### src/hw/rtl/imconv_pkg.sv
// ----------------------------------------------------------------------------
// imconv_pkg
// Shared types and constants of the 3x3 replicate-edge image convolution.
// ----------------------------------------------------------------------------
package imconv_pkg;

  localparam int KERNEL_SIZE   = 3;
  localparam int MAX_WIDTH_DEF = 1024;
  localparam int MAX_HEIGHT    = 4096;
  localparam int QUEUE_DEPTH   = 4;
  localparam int PIXEL_W       = 8;
  localparam int VALUE_W       = 20;
  localparam int HEIGHT_W      = 13;
  localparam int CFG_WIDTH_W   = 11;
  localparam int KROW_W        = 24;
  localparam int CFG_ADDR_W    = 5;
  localparam int CFG_DATA_W    = 32;

  // Register indexes on the configuration port (byte address = 4 * index).
  typedef enum logic [2:0] {
    REG_WIDTH  = 3'd0,
    REG_HEIGHT = 3'd1,
    REG_KTOP   = 3'd2,
    REG_KMID   = 3'd3,
    REG_KBOT   = 3'd4
  } reg_idx_t;

  // Per-item control decided by the front and carried out by the back.
  typedef struct packed {
    logic top_clamp;  // window top row replicates the center row
    logic bot_clamp;  // window bottom row replicates the center row
    logic col_zero;   // item sits in column 0 of its stream row
    logic col_one;    // item sits in column 1 of its stream row
    logic w_one;      // image is one pixel wide
    logic has_out;    // item produces an output pixel
    logic last;       // that output ends the frame
  } item_flags_t;

  // One window column, index 0 is the top row.
  typedef logic [KERNEL_SIZE-1:0][PIXEL_W-1:0] column_t;

endpackage

### src/hw/rtl/imconv_queue.sv
// ----------------------------------------------------------------------------
// imconv_queue
// Small FIFO that decouples the item classifier from the convolution datapath.
// ----------------------------------------------------------------------------
module imconv_queue
  import imconv_pkg::*;
#(
  parameter int DATA_W = 8
) (
  input  logic              clk,
  input  logic              rst,
  input  logic              push,
  input  logic [DATA_W-1:0] push_data,
  output logic              full,
  input  logic              pop,
  output logic [DATA_W-1:0] pop_data,
  output logic              empty
);

  localparam int PTR_W = $clog2(QUEUE_DEPTH);
  localparam int CNT_W = $clog2(QUEUE_DEPTH + 1);

  logic [DATA_W-1:0] entries [QUEUE_DEPTH];
  logic [PTR_W-1:0]  wptr;
  logic [PTR_W-1:0]  rptr;
  logic [CNT_W-1:0]  count;

  assign full     = (count == CNT_W'(QUEUE_DEPTH));
  assign empty    = (count == '0);
  assign pop_data = entries[rptr];

  // Pointers and fill count.
  always_ff @(posedge clk) begin
    if (rst) begin
      wptr  <= '0;
      rptr  <= '0;
      count <= '0;
    end else begin
      if (push) wptr <= (wptr == PTR_W'(QUEUE_DEPTH - 1)) ? '0 : wptr + PTR_W'(1);
      if (pop)  rptr <= (rptr == PTR_W'(QUEUE_DEPTH - 1)) ? '0 : rptr + PTR_W'(1);
      if (push && !pop)      count <= count + CNT_W'(1);
      else if (!push && pop) count <= count - CNT_W'(1);
    end
  end

  // Storage.
  always_ff @(posedge clk) begin
    if (push) entries[wptr] <= push_data;
  end

endmodule

### config.mk
export PLATFORM = sky130hd
export DESIGN_NAME = imconv_queue
export DESIGN_NICKNAME = d
export VERILOG_FILES = /design/src/hw/rtl/imconv_pkg.sv /design/src/hw/rtl/imconv_queue.sv
export SDC_FILE = /design/constraint.sdc
export NUM_CORES = 1
export LEC_CHECK = 0
export BUFFER_PORTS_ARGS = -buffer_cell sky130_fd_sc_hd__buf_4
export CELL_PAD_IN_SITES_DETAIL_PLACEMENT = 0
export CELL_PAD_IN_SITES_GLOBAL_PLACEMENT = 1
export CORE_MARGIN = 2
export CORE_UTILIZATION = 51
export CTS_CLUSTER_DIAMETER = 100
export DETAILED_ROUTE_END_ITERATION = 6
export PLACE_DENSITY = 0.89
export SYNTH_ARGS = -nofsm -noshare
export SYNTH_HDL_FRONTEND = slang
export SYNTH_SLANG_ARGS = --single-unit
### constraint.sdc
create_clock -name clk -period 3.55 [get_ports clk]
set_input_delay 0.1775 -clock clk [delete_from_list [all_inputs] [get_ports clk]]
set_output_delay 0.1775 -clock clk [all_outputs]
set_load 0.01 [all_outputs]
==> results of run 1 <==
through the flow:
| step | power (mW) | instance area, um2 | cells |
|---|---|---|---|
| floorplan | 0.642 | 1600 | 86 |
| global placement | 0.692 | 1790 | 149 |
| detailed placement | 0.698 | 1790 | 149 |
| CTS | 0.985 | 1870 | 157 |
| global route | 1.03 | 1900 | 160 |
| finish | 0.979 | 1900 | 160 |
layer usage:
metal  vias to the layer above  wire length (um)
li1                        385                 -
met1                       407              1060
met2                        20              1190
met3                         6               107
met4                         0                32
met5                         -                 0
synth_stat cells:
cell	number	area share, %
edfxtp_1	32	60
dfxtp_1	9	11
mux4_2	8	11
nor2_1	7	1.6
ha_1	6	4.7
and2_1	4	1.6
inv_1	4	0.94
mux2i_1	4	2.5
a21oi_1	2	0.63
nor3b_1	2	0.94
xor2_1	2	1.1
buf_6	1	0.70
clkbuf_2	1	0.31
fa_1	1	1.3
nor3_1	1	0.31
o21ai_0	1	0.31
or3_1	1	0.39
final cells by class:
type                       count  area [um2]  share of cell area [%]
multi-input combinational     39         425                    22.4
tap                           44        55.1                    2.89
sequential                    41        1140                    60.0
clock inverter                 3        41.3                    2.17
clock buffer                   5        37.5                    1.97
timing repair buffer          24         188                    9.86
inverter                       4        15.0                   0.789
placed cells by master, fill, tap and decap left out, drive strengths merged:
cell type | netlist | routed
dfxtp | 9 | 9
xor2 | 2 | 2
nor2 | 7 | 7
nor3b | 2 | 2
or3 | 1 | 1
inv | 4 | 4
bufinv | 0 | 1
edfxtp | 32 | 32
fa | 1 | 1
clkbuf | 1 | 5
nor3 | 1 | 1
a21oi | 2 | 2
o21ai | 1 | 1
mux2i | 4 | 4
clkinv | 0 | 1
mux4 | 8 | 8
dlygate4sd3 | 0 | 3
and2 | 4 | 4
clkinvlp | 0 | 1
buf | 1 | 21
ha | 6 | 6
flip-flops by register name (all words and copies together) (netlist names), named ones only:
name and flops:
count 3, entries 32, rptr 2, wptr 2
kinds of logic (layout without fill, tap and decap cells):
group / count (synthesis) / count (layout) / share of synthesized area (%)
DFF: 41 / 41 / 71.4
and+or+nand+nor: 15 / 15 / 4.85
muxes: 12 / 12 / 13.8
adders and majority gates: 7 / 7 / 5.95
buffers and inverters: 6 / 36 / 1.96
AOI/OAI and AO/OA: 3 / 3 / 0.939
xor gates and xnor gates: 2 / 2 / 1.10
what timing repair did:
item | 4_1_cts | 5_1_grt
hold endpoints to repair | 0 | 11
buffers inserted | 0 | 0
hold buffers | 0 | 3
report_power, final:
part           leakage, nW  total, mW  internal [mW]  switching [mW]
registers            0.368      0.566          0.546          0.0205
logic                0.295      0.122         0.0683          0.0535
clock network       0.0389      0.291          0.146           0.145
final timing paths:
kind / startpoint / end / slack (ps) / depth (start not counted)
setup / recovery: flip-flop / pop_data[5] / 1610 / 2
setup reg to reg: count[0]$_SDFFE_PP0P_ / count[2]$_SDFFE_PP0P_ / 2080 / 4
hold reg to reg: count[2]$_SDFFE_PP0P_ / count[2]$_SDFFE_PP0P_ / 530 / 2
hold / removal: push_data[3] / entries[2][3]$_DFFE_PP_ / 30 / 1
==> out/results.tsv, run 1 <==
metric	value	unit
ant_nets	0	
crit_chain	mux4_2, buf_4	
vias	818	
place_congestion	0.710	
start_util	52.8	%
cts_tree	done	
relSlewSlack	65.3	%
whs	28.6	ps
cts_made_buffers	5	
grt_max_degree	14	
hold_viol_final	0	
hpwlAfterDp	1.69	mm
end_kind	output pin	
cpPeakStageDelay	670	ps
die_h	60.0	um
cts_buffer_depth	2	
seq_area_frac_synth	71.4	%
startpoint_type	flip-flop	
cts_sinks	41	
vias_per_cell	5.11	
portBuffers	21	
cpMaxStageDelayCell	dfxtp_1	
grt-busiest-layer	met2	
cts-root-buf	clkbuf_4	
clk_latency	340	ps
nFillCells	211	
synthesis.nets	105	
antenna_found_initial	0	
fin_util	62.9	%
ys_ff_latch	41	
n_antenna_cell	0	
avgSynthCellArea	18.6	um2
cap_violations	0	
ys_warn_count	0	
ios	22	
p_per_area	514	mW/mm2
use_met1	19.9	%
slew_viol_final	0	
grtUsageMet3	6.71	%
layout-drive-gt1-share	31.0	%
htree_num_levels	2	
grt_pass1_vias	807	
grt_pass1_wl	3.86	mm
core.rowCount	20	
worstPathMaxFanout	8	
clk_pin_slew	120	ps
coreArea	0.00303	mm2
required	3370	ps
cp.arrival	1760	ps
hp-class	input port to flip-flop	
use_met2	24.7	%
worst_slack	1610	ps
wl	2.39	mm
post_cts_resize_count	0	
grt_setup_unrepaired	no	
grt-ovfl-total	0	
syn2layout_area_growth	19.1	%
drc	0	
fmax	517	MHz
period_minus_slack	1940	ps
ys_types	17	
die-width	60.0	um
status	finished, final reports clean	
nets	134	
first_iter_violations	26	
cp_top_family	flip-flops	
place_ws	1890	ps
syn_inst	86	
gr-usage-all-layers	16.0	%
setup_tns	0	ps
synth_area	0.00160	mm2
p_leak	0.702	nW
fin_skew	13.6	ps
setup_viol	0	
wl_per_cell	14.9	um
critical_path_class	flip-flop to output pin	
die-area	0.00360	mm2
fin_crit_sh	54.5	%
drtPass1Iterations	4	
max-vdd-ir-drop	0.000318	V
worst-slew-pin-transition	519	ps
crit_buf_inv	1	
Power figures use the tool's default switching activity.
==> run 2: changes to the inputs <==
CORE_UTILIZATION = 47   (was 51)
PLACE_DENSITY = 0.84   (was 0.89)
clock period = 1.9 ns   (was 3.55 ns; I/O delays follow)
==> run 2 against run 1 <==
Effect of this change: largest power group unchanged; count of clock-buffer cells in the layout up 1; highest routed layer unchanged; final cell count increased by 6.3%; register-to-register slack got worse by 1700 ps; hold slack gained 31 ps; clock skew fell by 7.0 ps; die area is 7.9% higher; sequential cell count is the same; non-clock buffer count up 8.
==> out/results.tsv, run 2 (synthesis results as in run 1) <==
metric	value	unit
status	finished, final reports clean	
r2r-end	count[2]$_SDFFE_PP0P_	
ant_nets	0	
syn2layout_area_growth	23.7	%
place_congestion	0.689	
vias_per_cell	4.94	
setup_viol	0	
postCtsSetupBuffers	0	
first_iter_violations	29	
clk_latency	340	ps
fin_crit_sh	84.8	%
post_cts_resize_count	0	
start_util	48.3	%
grt_pass1_vias	887	
ff2ff_setup_slack	420	ps
drtPass1Iterations	2	
nets	142	
nFillCells	284	
cts_sinks	41	
end_kind	output pin	
startpoint_type	flip-flop	
portBuffers	21	
rr_worst_depth	4	
fmax	621	MHz
cts_made_buffers	5	
relSlewSlack	70.6	%
core.rowCount	21	
worst-slew-pin-transition	441	ps
hp-class	input port to flip-flop	
p_per_area	928	mW/mm2
largest_register	entries	
fin_skew	6.63	ps
cap_violations	0	
p_leak	0.739	nW
grt_pass1_wl	4.11	mm
finalPower	1.83	mW
coreArea	0.00331	mm2
worstPathMaxFanout	4	
drc	0	
hold_viol_final	0	
wl	2.45	mm
grt_max_degree	13	
cts_buffer_depth	2	
cts_tree	done	
critical_path_class	flip-flop to output pin	
layout_commonest_cell	edfxtp_1	
setup_tns	0	ps
clk_pin_slew	100	ps
slew_viol_final	0	
cts-root-buf	clkbuf_4	
biggestRegsByFlops	entries x32, count x3	
htree_num_levels	2	
cp.arrival	1520	ps
hpwlAfterDp	1.67	mm
wl_per_cell	14.4	um
period_minus_slack	1610	ps
grt-ovfl-total	0	
die-area	0.00388	mm2
r2r-start	count[0]$_SDFFE_PP0P_	
ios	22	
endpoint	pop_data[0]	
antenna_found_initial	0	
layout-drive-gt1-share	29.8	%
n_antenna_cell	0	
largest_reg_flops	32	
die-width	62.3	um
gr-usage-all-layers	14.5	%
vias	840	
max-vdd-ir-drop	0.000508	V
mostFrequentLayoutCells	edfxtp_1 (32), buf_4 (23), dfxtp_1 (9), dlygate4sd3_1 (9), mux4_2 (8)	
grt_setup_unrepaired	no	
required	1800	ps
die_h	62.3	um
## run 2: changes by cell type in the layout (fill, tap and decap cells not counted), sizes merged
cell	previous run	this run
dlygate4sd3	3	9
buf	21	23
clkinvlp	1	0
clkbuf	5	6
## run 2: repair_timing
action	CTS	global route
setup endpoints to repair	0	0
hold buffers	9	0
endpoints found under the hold margin	41	0
## run 2: worst max-delay path, stage by stage, from the launching register on
cell	delay, ps
dfxtp_1	350
buf_4	160
mux4_2	510
buf_4	160
## run 2: per-stage QoR
step	cell area [um2]	utilization [%]	hold slack [ps]	setup slack [ps]	std cells
floorplan	1600	-	164	509	86
global placement	1810	54.7	296	379	153
detailed placement	1810	54.7	298	337	153
CTS	1980	59.7	53.1	261	170
global route	1980	59.7	66.5	218	170
finish	1980	59.7	59.5	289	170
## run 2: how the worst min path moves through the flow
stage	slack, ps	from	to	cells after the start
floorplan	160	rst	count[2]$_SDFFE_PP0P_	1
global placement	300	push_data[5]	entries[0][5]$_DFFE_PP_	1
detailed placement	300	push_data[4]	entries[2][4]$_DFFE_PP_	1
CTS	50	pop	rptr[1]$_SDFFE_PP0P_	3
global route	70	pop	rptr[1]$_SDFFE_PP0P_	3
finish	60	push	wptr[1]$_SDFFE_PP0P_	3
## run 2: power breakdown
part	internal, mW	switching, mW	leakage, nW	total (mW)
Sequential	1.02	0.0308	0.368	1.05
Clock	0.274	0.261	0.0399	0.535
Combinational	0.140	0.109	0.331	0.249
Total	1.43	0.401	0.739	1.83
## run 2: area by class of cell
class | count | area (um2) | area share, %
Clock inverter | 2 | 33.8 | 1.71
Timing Repair Buffer | 32 | 263 | 13.3
Clock buffer | 6 | 41.3 | 2.09
Tap cell | 46 | 57.6 | 2.91
Multi-Input combinational cell | 39 | 425 | 21.5
Inverter | 4 | 15.0 | 0.759
Sequential cell | 41 | 1140 | 57.7
## run 2: routing by layer
layer  vias up  share of wire [%]  GRT usage [%]  wire length, um
li1        403                  -              -                -
met1       411                 42           15.8             1040
met2        20                 51           25.7             1260
met3         6                4.4           4.89              107
met4         0                1.8           6.67               44
met5         -                  0              0                0
