**src/hw/rtl/imconv_pkg.sv**
```systemverilog
// ----------------------------------------------------------------------------
// imconv_pkg
// Shared types and constants of the 3x3 replicate-edge image convolution.
// ----------------------------------------------------------------------------
package imconv_pkg;

  localparam int KERNEL_SIZE   = 3;
  localparam int MAX_WIDTH_DEF = 1024;
  localparam int MAX_HEIGHT    = 4096;
  localparam int QUEUE_DEPTH   = 4;
  localparam int PIXEL_W       = 8;
  localparam int VALUE_W       = 20;
  localparam int HEIGHT_W      = 13;
  localparam int CFG_WIDTH_W   = 11;
  localparam int KROW_W        = 24;
  localparam int CFG_ADDR_W    = 5;
  localparam int CFG_DATA_W    = 32;

  // Register indexes on the configuration port (byte address = 4 * index).
  typedef enum logic [2:0] {
    REG_WIDTH  = 3'd0,
    REG_HEIGHT = 3'd1,
    REG_KTOP   = 3'd2,
    REG_KMID   = 3'd3,
    REG_KBOT   = 3'd4
  } reg_idx_t;

  // Per-item control decided by the front and carried out by the back.
  typedef struct packed {
    logic top_clamp;  // window top row replicates the center row
    logic bot_clamp;  // window bottom row replicates the center row
    logic col_zero;   // item sits in column 0 of its stream row
    logic col_one;    // item sits in column 1 of its stream row
    logic w_one;      // image is one pixel wide
    logic has_out;    // item produces an output pixel
    logic last;       // that output ends the frame
  } item_flags_t;

  // One window column, index 0 is the top row.
  typedef logic [KERNEL_SIZE-1:0][PIXEL_W-1:0] column_t;

endpackage

```
**src/hw/rtl/imconv_front.sv**
```systemverilog
// ----------------------------------------------------------------------------
// imconv_front
// Accepts input items, tracks stream and output positions, and classifies
// each item for the datapath.
// ----------------------------------------------------------------------------
module imconv_front
  import imconv_pkg::*;
#(
  parameter int MAX_WIDTH = MAX_WIDTH_DEF
) (
  input  logic                         clk,
  input  logic                         rst,
  input  logic                         clear,
  input  logic [$clog2(MAX_WIDTH):0]   img_w,
  input  logic [HEIGHT_W-1:0]          img_h,
  input  logic                         in_valid,
  output logic                         in_ready,
  input  logic                         req_type,
  input  logic [PIXEL_W-1:0]           pixel,
  input  logic                         q_full,
  output logic                         q_push,
  output item_flags_t                  q_flags,
  output logic [PIXEL_W-1:0]           q_pixel,
  output logic [$clog2(MAX_WIDTH)-1:0] q_col
);

  localparam int COLW = $clog2(MAX_WIDTH);
  localparam int WW   = COLW + 1;

  logic [COLW-1:0]     in_col;
  logic [HEIGHT_W-1:0] in_row;
  logic [COLW-1:0]     out_col;
  logic [HEIGHT_W-1:0] out_row;

  logic [COLW-1:0]     in_col_next;
  logic [HEIGHT_W-1:0] in_row_next;
  logic [COLW-1:0]     out_col_next;
  logic [HEIGHT_W-1:0] out_row_next;

  logic pixels_done;
  logic in_wrap;
  logic out_wrap;
  logic has_out;
  logic last;

  assign in_ready    = !q_full;
  assign pixels_done = (in_row >= img_h);

  // Early drain ticks are dropped without touching any state.
  assign q_push = in_valid && in_ready && !(req_type && !pixels_done);

  // An output is due once the stream is one row and one pixel ahead.
  assign has_out = (in_row >= HEIGHT_W'(2)) || ((in_row == HEIGHT_W'(1)) && (in_col != '0));
  assign last    = has_out && (out_row == img_h - HEIGHT_W'(1)) &&
                   ({1'b0, out_col} == img_w - WW'(1));

  assign in_wrap  = ({1'b0, in_col} + WW'(1)) >= img_w;
  assign out_wrap = ({1'b0, out_col} + WW'(1)) >= img_w;

  // Position updates.
  always_comb begin
    in_col_next  = in_wrap ? '0 : in_col + COLW'(1);
    in_row_next  = in_wrap ? in_row + HEIGHT_W'(1) : in_row;
    out_col_next = out_col;
    out_row_next = out_row;
    if (has_out) begin
      out_col_next = out_wrap ? '0 : out_col + COLW'(1);
      out_row_next = out_wrap ? out_row + HEIGHT_W'(1) : out_row;
    end
    if (last) begin
      in_col_next  = '0;
      in_row_next  = '0;
      out_col_next = '0;
      out_row_next = '0;
    end
  end

  always_ff @(posedge clk) begin
    if (rst || clear) begin
      in_col  <= '0;
      in_row  <= '0;
      out_col <= '0;
      out_row <= '0;
    end else if (q_push) begin
      in_col  <= in_col_next;
      in_row  <= in_row_next;
      out_col <= out_col_next;
      out_row <= out_row_next;
    end
  end

  // Classification handed to the datapath.
  always_comb begin
    q_flags.top_clamp = (in_row == HEIGHT_W'(1));
    q_flags.bot_clamp = (in_row == img_h);
    q_flags.col_zero  = (in_col == '0);
    q_flags.col_one   = (in_col == COLW'(1));
    q_flags.w_one     = (img_w == WW'(1));
    q_flags.has_out   = has_out;
    q_flags.last      = last;
  end

  assign q_pixel = pixel;
  assign q_col   = in_col;

endmodule

```
**config.mk**
```make
export PLATFORM = sky130hd
export DESIGN_NAME = imconv_front
export DESIGN_NICKNAME = d
export VERILOG_FILES = /design/src/hw/rtl/imconv_pkg.sv /design/src/hw/rtl/imconv_front.sv
export SDC_FILE = /design/constraint.sdc
export NUM_CORES = 1
export LEC_CHECK = 0
export BUFFER_PORTS_ARGS = -buffer_cell sky130_fd_sc_hd__buf_2
export CAP_MARGIN = 40
export CORE_ASPECT_RATIO = 1.4
export CORE_MARGIN = 2
export CORE_UTILIZATION = 63
export DETAILED_ROUTE_END_ITERATION = 8
export HOLD_SLACK_MARGIN = 0.1
export PLACE_DENSITY = 0.95
export SLEW_MARGIN = 0
export SYNTH_ARGS = -nofsm -noshare
export SYNTH_HDL_FRONTEND = slang
export SYNTH_SLANG_ARGS = --single-unit
export TNS_END_PERCENT = 5
```
**constraint.sdc**
```tcl
create_clock -name clk -period 10.07 [get_ports clk]
set_clock_uncertainty 0.1 [all_clocks]
set_input_delay 1.5105 -clock clk [delete_from_list [all_inputs] [get_ports clk]]
set_output_delay 1.5105 -clock clk [all_outputs]
set_load 0.01 [all_outputs]
```
==> key figures, run 1 <==
Run status
  – Status: finished, final reports clean

Die
  – Row count: 35
  – I/O pin count: 65
  – Die Wd: about 74 um
  – Core ar.: approximately 0.0066 mm2
  – Die Y: 102 um
  – Initial core utilization: 0.652
  – Die ar.: approximately 0.0075 mm2

Cells and area
  – Post-layout net count: 679
  – Area Overhead vs Synth: 6.44%
  – Most frequent cells in the layout: 63 x nor2_1, 48 x buf_2, 46 x inv_1, 46 x ha_1, 46 x dfxtp_1
  – Post-Layout Cell Count: a little under 700
  – Share of cells above drive strength 1: 0.119
  – # diodes: 0
  – Commonest non-fill, non-tap cell in the layout: nor2_1

CTS
  – Skew-Pair Late Insertion Delay: ~320 ps
  – Number of hold buffers added after cts: 0
  – Clock Tree Buf Depth: 2
  – TritonCTS clock tree: built
  – Reg clk slew, reported paths: ~110 ps
  – PostCTS Resize Cnt: 0
  – Post-CTS Setup Repair Bufs: 0
  – Clock root buffer master: clkbuf_8
  – Number of H-tree levels: 2
  – CTS Buf Count: 5
  – CTS sink cnt: 46

Power
  – Comb pwr share: 0.155
  – Sequential share of power: 0.507
  – Max IR drop VDD: 0.0000571 V
  – Leakage: ~1.9 nW
  – Switching Share: 0.297
  – Clock network power share: 0.338
  – Pwr dens: just under 80 mW/mm2
  – Psw: about 110 uW
  – P_int: 252 uW

Global routing
  – Vias in the first global route: roughly 4100
  – GRT Max-Usage Layer: met2
  – GRT met2 Usage: 0.516
  – Global-route wire length before repair: roughly 18 mm
  – Grt ovf: 0
  – Total track usage: 0.298
  – Antenna violations before repair: 0
  – Largest net degree at the start of global routing: 23
  – M3 GR Usage: 0.0375
  – Met1 Use GR: 0.341

Worst setup path
  – Critical path arrival: a little over 4000 ps
  – WS Path Type: primary input to output pin
  – CP Launch Type: primary input
  – Worst-path fanout max: 10
  – Req. time, crit path: ~8500 ps
  – Critical path capture point type: output pin

Routing
  – Via count: roughly 4300
  – Avg WL per Cell: about 16 um
  – DR vias/cell: between 6 and 7
  – Initial DRC count: around 310
  – TritonRoute pass-1 iters: 5
  – ANT nets after route: 0
  – Residual DRC: 0
  – Routed WL: 10.9 mm

STA
  – Fin. Hold Viols: 0
  – Fraction of the cycle the final worst path needs: 0.566
  – Setup TNS: 0 ps
  – Worst slew pin tran: roughly 850 ps
  – Final setup fails: 0
  – Final Critical Period: around 5700 ps
  – Max Clk Rate: between 0.15 and 0.2 GHz
  – Setup WS post-layout: between 4000 and 5000 ps
  – Hold Slack: between 400 and 500 ps
  – Max-slew violation count: 0
  – Slew HR: 0.430
  – Unrepaired setup endpoints after global routing: false

Placed design
  – IO Port Bufs: 48
  – Routability cong.: 1.11
  – Placed Instances: between 600 and 700
  – Place WS: roughly 4400 ps
  – Post-detail-place hpwl: 8.64 mm

Logic synthesis
  – Post-synth top area cell: dfxtp_1
  – Post-Syn Area: ~0.0043 mm2
  – Seq/Total Area, Yosys: 0.213
  – Largest cells by area after synthesis: dfxtp_1 21%, ha_1 13%, xnor2_1 7.5%
  – Flops & latches, synth: 46
  – Post-Synthesis Cells: roughly 570
  – Synth Net Count: approximately 660
  – Ys Warns: 0
  – Post-Syn Area per Cell: 7.53 um2
  – Synth async-reset ratio: 0
  – Main flop type after synthesis: dfxtp_1
  – Yosys top cell area share: 0.213
  – Synth unique cells: 63
  – Post-synth EDFFs: 0

Flow run
  – Max_cap viols: 0

Hold path
  – Worst hold path class: flip-flop to flip-flop
## kinds of logic (layout without fill, tap and decap cells)
logic type               count (synthesis)  after routing  synth area share
AND/OR/NAND/NOR                        241            241             0.292
AO/OA/AOI/OAI                           89             89             0.136
buffers and inverters                   81            104            0.0821
XOR/XNOR                                67             67             0.136
adder cells (fa/ha/maj)                 46             46             0.133
flip-flops                              46             46             0.213
multiplexers                             3              3           0.00696
## worst paths after layout
check,end,depth (start not counted),slack [ps],start
setup / recovery,q_flags[0],10,4370,img_h[1]
hold reg to reg,q_col[1],2,430,q_col[1]
setup reg to reg,in_row[11],12,6130,q_col[0]
hold / removal,q_col[1],2,430,q_col[1]
## power groups by stage
stage	logic [mW]	clock network [mW]	registers (mW)
after CTS	0.0545	0.121	0.182
after global routing	0.0614	0.130	0.182
after global placement	0.0520	0	0.186
after floorplan	0.0377	0	0.186
final	0.0557	0.121	0.182
after detailed placement	0.0541	0	0.186
## flip-flops by register name (all words and copies together) (netlist names)
name and count:
q_col 10, out_col 10, in_row 13, out_row 13
## cell usage after synthesis, drive strengths merged, types with 2 or more instances
cell type,count
a211o,4
a21boi,2
a21o,5
a21oi,27
a22oi,2
a31oi,2
and3,7
and4,4
buf,17
clkbuf,17
dfxtp,46
ha,46
inv,46
mux2i,3
nand2,37
nand2b,5
nand3,33
nand3b,2
nand4,18
nand4b,3
nor2,63
nor2b,9
nor3,16
nor3b,2
nor4,14
o211ai,2
o21a,4
o21ai,23
o31ai,4
or2,4
or3,9
or4,10
xnor2,37
xor2,30
## metrics by stage
step | cell area (um2) | power (mW) | utilization
after global placement | 4500 | 0.238 | 0.680
after CTS | 4590 | 0.358 | 0.694
after global routing | 4590 | 0.373 | 0.694
after floorplan | 4310 | 0.224 | -
after detailed placement | 4500 | 0.240 | 0.680
final | 4590 | 0.359 | 0.694
## per-layer routing
layer	share of wire	vias to the layer above	wire length (um)
li1	-	2053	-
met2	0.49	197	5360
met1	0.39	1982	4300
met5	0	-	0
met4	0.053	0	573
met3	0.061	49	661
## layout make-up
type                            instances  area, um2
Clock buffer                            5       68.8
Timing Repair Buffer                   49        248
Multi-Input combinational cell        446       3040
Tap cell                               92        115
Inverter                               47        176
Sequential cell                        46        921
Clock inverter                          3       23.8
Fill cell                             545       2020
## critical path, stage by stage
cell and delay (ps):
buf_2 120, inv_1 90, ha_1 280, nor3b_1 610, a21oi_1 180, nor4bb_1 290, nand3b_1 180, and4_1 190
and3_1 420, buf_2 230
Power figures use the tool's default switching activity.
==> run 2: changes to the inputs <==
--- a/config.mk
+++ b/config.mk
@@ -5,14 +5,15 @@
 export SDC_FILE = /design/constraint.sdc
 export NUM_CORES = 1
 export LEC_CHECK = 0
+export ABC_AREA = 1
 export BUFFER_PORTS_ARGS = -buffer_cell sky130_fd_sc_hd__buf_2
 export CAP_MARGIN = 40
 export CORE_ASPECT_RATIO = 1.4
 export CORE_MARGIN = 2
-export CORE_UTILIZATION = 63
+export CORE_UTILIZATION = 54
 export DETAILED_ROUTE_END_ITERATION = 8
 export HOLD_SLACK_MARGIN = 0.1
-export PLACE_DENSITY = 0.95
+export PLACE_DENSITY = 0.87
 export SLEW_MARGIN = 0
 export SYNTH_ARGS = -nofsm -noshare
 export SYNTH_HDL_FRONTEND = slang
==> constraint.sdc (replaced) <==
create_clock -name clk -period 4.75 [get_ports clk]
set_clock_uncertainty 0.1 [all_clocks]
set_input_delay 0.7125 -clock clk [delete_from_list [all_inputs] [get_ports clk]]
set_output_delay 0.7125 -clock clk [all_outputs]
set_load 0.01 [all_outputs]
==> run 2 against run 1 <==
  * Area after synthesis up 18%
  * Non-clock buffer count up 1
  * Global-route usage down 3.5 points
  * Critical path depth up 5
  * Cell area up 19%
  * Sequential cell count unchanged
  * Via count up 20%
  * Largest power group unchanged
==> key figures, run 2 <==
Hold path
  – Min-Delay Endpoint: in_row[11]
  – Hold depth: 2 (unchanged)
  – Worst hold path class: flip-flop to flip-flop
  – Min-delay src: in_row[11]

Routing
  – TritonRoute pass-1 iters: 5 (unchanged)
  – Avg WL per Cell: 13.5 um (-15%)
  – Initial DRC count: 210 (-33%)
  – Residual DRC: 0 (unchanged)
  – Routed WL: 13.0 mm (+20%)
  – Via count: 5145 (+20%)
  – DR vias/cell: 5.32 (-15%)
  – ANT nets after route: 0 (unchanged)

STA
  – Unrepaired setup endpoints after global routing: false
  – Slew HR: 0.434 (+0.00386)
  – Setup WS post-layout: 1170 ps (-3200 ps)
  – Max-slew violation count: 0 (unchanged)
  – Final setup fails: 0 (unchanged)
  – Max Clk Rate: about 0.28 GHz
  – Fin. Hold Viols: 0 (unchanged)
  – Setup TNS: 0 ps (unchanged)
  – Hold Slack: 425 ps (-2.34 ps)
  – Fraction of the cycle the final worst path needs: 0.754
  – Final Critical Period: 3580 ps
  – Worst slew pin tran: 848 ps (+0.512 ps)

Worst setup path
  – Worst r2r dst: q_col[5]
  – Worst reg2reg path depth: 15 (+3)
  – WS Path Type: flip-flop to flip-flop
  – Critical path capture point type: flip-flop
  – R2R Setup Slk: 1170 ps (-4960 ps)
  – Req. time, crit path: 4860 ps (-3600 ps)
  – Buf+Inv Stages, Crit Path: 1 (-2)
  – R2r startpoint: q_col[2]
  – Crit-path leading delay family: simple AND/OR/NAND/NOR gates
  – Largest stage delay, worst path: 480 ps (-130 ps)
  – Slowest-stage cell, CP: dfxtp_1
  – Critical path arrival: 3700 ps (-390 ps)
  – Worst-path fanout max: 12 (+2)
  – CP Launch Type: flip-flop
  – Crit path cell chain: inv_1, nor4_1, nand3_1, nor2_1, nand3_1, xor2_1, ha_1, nand2_1, nor2_1, a211oi_1, nand4_1, o21bai_4, nand2_2, nand2_1, nor3_1

Global routing
  – Largest net degree at the start of global routing: 22 (-4.3%)
  – Global-route wire length before repair: 22.0 mm (+23%)
  – Antenna violations before repair: 0 (unchanged)
  – Grt ovf: 0 (unchanged)
  – Vias in the first global route: 4894 (+19%)
  – Total track usage: 0.263 (-0.0346)

CTS
  – Clock root buffer master: clkbuf_16
  – Post-CTS Setup Repair Bufs: 0 (unchanged)
  – Number of H-tree levels: 2 (unchanged)
  – CTS sink cnt: 46 (unchanged)
  – Skew-Pair Late Insertion Delay: 300 ps (-20 ps)
  – Reg clk slew, reported paths: 70 ps (-40 ps)
  – Number of hold buffers added after cts: 0 (unchanged)
  – TritonCTS clock tree: built
  – PostCTS Resize Cnt: 0 (unchanged)
  – Clock Tree Buf Depth: 2 (unchanged)
  – CTS Buf Count: 5 (unchanged)

Cells and area
  – Fin util: 0.601 (-0.0932)
  – Share of cells above drive strength 1: 0.132 (+0.0133)
  – Fin area: 0.00546 mm2 (+19%)
  – Commonest non-fill, non-tap cell in the layout: nand2_1
  – Most frequent cells in the layout: 207 x nand2_1, 126 x inv_1, 123 x nor2_1
  – Area Overhead vs Synth: 7.33%
  – Post-Layout Cell Count: 968 (+41%)
  – Largest registers: in_row (13), out_row (13)
  – # diodes: 0 (unchanged)
  – Post-layout net count: 944 (+39%)

Die
  – Initial core utilization: 0.560 (-0.0923)
  – Die Wd: 86.0 um (+16%)
  – Core ar.: 0.00908 mm2 (+37%)
  – Die ar.: 0.0102 mm2 (+36%)
  – I/O pin count: 65 (unchanged)
  – Die Y: 119 um (+17%)
  – Row count: 41 (+17%)

Logic synthesis
  – Synth unique cells: 38 (-40%)
  – Flops & latches, synth: 46 (unchanged)
  – Post-Synthesis Cells: 827 (+44%)
  – Largest cells by area after synthesis: dfxtp_1 18%, nand2_1 15%, ha_1 11%
  – Synth async-reset ratio: 0 (unchanged)
  – Post-synth top area cell: dfxtp_1
  – Ys Warns: 0 (unchanged)
  – Main flop type after synthesis: dfxtp_1
  – Count leader, synth: nand2_1
  – Top post-synthesis cells by count: 207 x nand2_1, 126 x inv_1, 123 x nor2_1, 51 x nand3_1
  – Post-Syn Area per Cell: 6.15 um2 (-18%)
  – Seq/Total Area, Yosys: 0.181 (-0.0324)
  – Post-synth EDFFs: 0 (unchanged)
  – Yosys top cell area share: 0.181 (-0.0324)
  – Post-Syn Area: 0.00509 mm2 (+18%)
  – Synth Net Count: 911 (+39%)

Power
  – PnR Total Power: 915 uW (+150%)
  – Max IR drop VDD: 0.000115 V (+100%)
  – Leakage: 2.73 nW (+45%)
  – Pwr dens: 168 mW/mm2 (+110%)

Placed design
  – Routability cong.: 0.978 (-12%)
  – Place WS: 1010 ps (-3430 ps)
  – Cell Area, Placed: 0.00532 mm2 (+18%)
  – Placed Instances: 960 (+41%)
  – IO Port Bufs: 48 (unchanged)
  – Post-detail-place hpwl: 10.3 mm (+20%)

Flow run
  – Max_cap viols: 0 (unchanged)

Run status
  – Status: finished, final reports clean
run 2: changes by cell type after synthesis, sizes merged, moves of 6 or more:
cell,previous run,this run
clkbuf,17,5
and3,7,1
nor4,14,6
nor3,16,23
or3,9,0
nand4,18,28
nand3,33,67
or4,10,0
nand2,37,221
xnor2,37,6
nor2b,9,0
nor2,63,143
inv,46,128
run 2: worst max path at each step:
| stage | start | end | slack (ps) | cells past startpoint |
|---|---|---|---|---|
| after floorplan | q_col[2] | in_row[3] | 1710 | 17 |
| after global placement | img_h[4] | out_col[9] | 1090 | 14 |
| after global routing | q_col[2] | q_col[1] | 760 | 15 |
| final | q_col[2] | q_col[5] | 1170 | 15 |
| after CTS | q_col[2] | q_col[5] | 1180 | 15 |
| after detailed placement | img_h[10] | out_col[9] | 1010 | 14 |
run 2: per-layer routing:
layer / vias up / GRT usage / part of all wire / wire length (um)
met4: 0 / 0.111 / 0.032 / 421
met2: 125 / 0.491 / 0.52 / 6800
met3: 30 / 0.0312 / 0.037 / 486
met1: 2307 / 0.292 / 0.41 / 5310
li1: 2683 / - / - / -
met5: - / 0 / 0 / 0
run 2: layout make-up:
cell class | instances | area (um2)
fillers | 891 | 3620
clock buffers | 6 | 129
multi-input cells | 629 | 3530
clock inverters | 2 | 13.8
inverters | 128 | 480
flip-flops and latches | 46 | 921
well taps | 107 | 134
repair buffers | 50 | 255
run 2: kinds of logic (layout without fill, tap and decap cells):
logic type / Yosys count / count (layout) / synth area share
fa+ha+maj: 46 / 46 / 0.113
flops: 46 / 46 / 0.181
compound gates: 56 / 56 / 0.0635
simple gates: 494 / 494 / 0.457
xor+xnor: 33 / 33 / 0.0595
buf+inv: 152 / 186 / 0.126
run 2: worst reg2reg max path, cell delays in order (launching register included):
cell,delay (ps)
dfxtp_1,480
inv_1,100
nor4_1,340
nand3_1,150
nor2_1,180
nand3_1,100
xor2_1,240
ha_1,290
nand2_1,90
nor2_1,50
a211oi_1,220
nand4_1,210
o21bai_4,260
nand2_2,210
nand2_1,270
nor3_1,210
run 2: report_power, final:
part	switching (mW)	total [mW]	internal (mW)
logic	0.106	0.162	0.0560
clock network	0.167	0.363	0.196
registers	0.00299	0.390	0.387
total	0.276	0.915	0.639
==> run 3: changes to the inputs <==
--- a/config.mk
+++ b/config.mk
@@ -5,12 +5,12 @@
 export SDC_FILE = /design/constraint.sdc
 export NUM_CORES = 1
 export LEC_CHECK = 0
-export ABC_AREA = 1
+export ABC_AREA = 0
 export BUFFER_PORTS_ARGS = -buffer_cell sky130_fd_sc_hd__buf_2
 export CAP_MARGIN = 40
 export CORE_ASPECT_RATIO = 1.4
 export CORE_MARGIN = 2
-export CORE_UTILIZATION = 54
+export CORE_UTILIZATION = 53
 export DETAILED_ROUTE_END_ITERATION = 8
 export HOLD_SLACK_MARGIN = 0.1
 export PLACE_DENSITY = 0.87
==> constraint.sdc (replaced) <==
create_clock -name clk -period 3 [get_ports clk]
set_clock_uncertainty 0.1 [all_clocks]
set_input_delay 0.45 -clock clk [delete_from_list [all_inputs] [get_ports clk]]
set_output_delay 0.45 -clock clk [all_outputs]
set_load 0.01 [all_outputs]
==> run 3 against run 2 <==
  * The flow now finishes with violations (setup timing)
  * Sequential share of layout area is 0.81 points lower
  * Setup slack worse by 1400 ps
  * Cell area up 7.0%
  * Critical path depth unchanged
  * Register-to-register slack got worse by 1400 ps
  * Critical path type unchanged
  * Largest cell class unchanged
==> key figures, run 3 (synthesized netlist as in run 1, its figures left out) <==
CTS
  – Reg clk slew, reported paths: 90 ps (+20 ps)
  – CTS sink cnt: 46 (unchanged)
  – Number of hold buffers added after cts: 0 (unchanged)
  – Clock Tree Buf Depth: 2 (unchanged)
  – Clock root buffer master: clkbuf_8
  – CTS Buf Count: 5 (unchanged)
  – TritonCTS clock tree: built
  – Number of H-tree levels: 2 (unchanged)
  – Skew-Pair Late Insertion Delay: 320 ps (+20 ps)

Cells and area
  – Most frequent cells in the layout: 95 x buf_4, 58 x nor2_1, 47 x buf_2
  – # diodes: 0 (unchanged)
  – Largest registers: in_row (13), out_row (13)
  – Area Overhead vs Synth: 35.4%
  – Post-Layout Cell Count: 798 (-18%)
  – Commonest non-fill, non-tap cell in the layout: buf_4
  – Share of cells above drive strength 1: 0.335 (+0.203)
  – Post-layout net count: 782 (-17%)
  – Fin util: 0.745 (+0.143)
  – Filler cell count in the final layout: 505 (-43%)

Routing
  – Residual DRC: 0 (unchanged)
  – TritonRoute pass-1 iters: 6 (+1)
  – Via count: 5087 (-1.1%)
  – Avg WL per Cell: 19.3 um (+43%)
  – Initial DRC count: 605 (+190%)
  – Met2 WL: 7.72 mm (+13%)
  – Routed WL: 15.4 mm (+18%)
  – ANT nets after route: 0 (unchanged)
  – M1 WL: 5.46 mm (+2.8%)
  – Top Metal Used: met4
  – Routed wl met3: 1.23 mm (+150%)
  – DR vias/cell: 6.37 (+20%)

Run status
  – Failing checks: setup timing
  – Status: finished, violations left

Worst setup path
  – Critical path arrival: 3430 ps (-270 ps)
  – WS Path Type: flip-flop to flip-flop
  – Req. time, crit path: 3150 ps (-1710 ps)
  – CP Launch Type: flip-flop
  – Critical path capture point type: flip-flop
  – Worst-path fanout max: 8 (-4)

Hold path
  – Worst hold path class: flip-flop to flip-flop

Placed design
  – Post-detail-place hpwl: 10.4 mm (+0.71%)
  – Placed Instances: 775 (-19%)
  – IO Port Bufs: 48 (unchanged)
  – Routability cong.: 0.916 (-6.4%)

Die
  – Initial core utilization: 0.550 (-0.0102)
  – Die Y: 111 um (-6.8%)
  – Row count: 38 (-7.3%)
  – Die Wd: 80.3 um (-6.7%)
  – I/O pin count: 65 (unchanged)
  – Core ar.: 0.00785 mm2 (-14%)
  – Die ar.: 0.00889 mm2 (-13%)

STA
  – Setup TNS: -4840 ps (-4840 ps)
  – Max-slew violation count: 0 (unchanged)
  – Slew HR: 0.600 (+0.165)
  – Max Clk Rate: 0.305 GHz (+9.3%)
  – Final Critical Period: 3280 ps (-305 ps)
  – Unrepaired setup endpoints after global routing: true
  – Final setup fails: 35 (+35)
  – Worst slew pin tran: 595 ps (-252 ps)
  – Fin. Hold Viols: 0 (unchanged)
  – Setup WS post-layout: -277 ps (-1440 ps)
  – Fraction of the cycle the final worst path needs: 1.09 (+0.338)

Global routing
  – Largest net degree at the start of global routing: 14 (-36%)
  – Grt ovf: 0 (unchanged)
  – Global-route wire length before repair: 22.0 mm (+0.41%)
  – Antenna violations before repair: 0 (unchanged)
  – Vias in the first global route: 4906 (+0.25%)
  – Total track usage: 0.309 (+0.0458)

Power
  – PnR Total Power: 1.38 mW (+50%)
  – Pwr dens: 235 mW/mm2 (+40%)
  – Leakage: 2.49 nW (-8.9%)
  – Max IR drop VDD: 0.000296 V (+160%)

Flow run
  – Max_cap viols: 0 (unchanged)
==> run 3: routing by layer <==
layer	global-route usage	vias up
met3	0.0375	99
met5	0	-
met2	0.557	363
met1	0.331	2378
li1	-	2247
met4	0.189	0
==> run 3: layout make-up <==
class / instances / area (um2) / share of cell area
tap: 100 / 125 / 0.0214
timing repair buffer: 152 / 1090 / 0.187
multi-input combinational: 446 / 3400 / 0.581
inverter: 47 / 179 / 0.0306
clock buffer: 6 / 82.6 / 0.0141
clock inverter: 1 / 30.0 / 0.00514
sequential: 46 / 938 / 0.161
==> run 3: repair_timing <==
| action | CTS | global route |
|---|---|---|
| pin swaps | 18 | 42 |
| endpoints found under the setup margin | 46 | 47 |
| gates resized for setup | 34 | 43 |
| buffers inserted | 9 | 7 |
==> run 3: worst max-delay path: stages (launching register included) <==
cell,delay [ps]
dfxtp_2,360
nand3_2,90
or2_4,280
nor2_4,130
nand3_2,90
xnor2_1,160
ha_1,330
nand4_1,280
nor3_4,310
nor2_2,80
o31ai_4,90
o21ai_2,110
buf_4,150
buf_8,130
or3_1,340
a21oi_1,170
==> run 3: metrics by stage <==
stage	setup WS [ps]	hold slack (ps)	instance area [um2]
floorplan	-30.4	370	4420
global placement	-254	409	5290
detailed placement	-325	410	5290
CTS	-146	384	5590
global route	-338	438	5840
finish	-277	422	5840
==> run 3: final timing paths <==
kind / from / to / slack, ps / cells after the start
min: in_row[12] / in_row[12] / 420 / 2
max reg2reg: q_col[2] / in_row[2] / -280 / 15
max: q_col[2] / in_row[2] / -280 / 15
min reg2reg: in_row[12] / in_row[12] / 420 / 2
==> run 3: power breakdown <==
group | internal, mW | leakage [nW] | switching, mW
clock | 0.267 | 0.0573 | 0.230
combinational | 0.118 | 2.06 | 0.152
sequential | 0.608 | 0.375 | 0.000327
total | 0.993 | 2.49 | 0.382
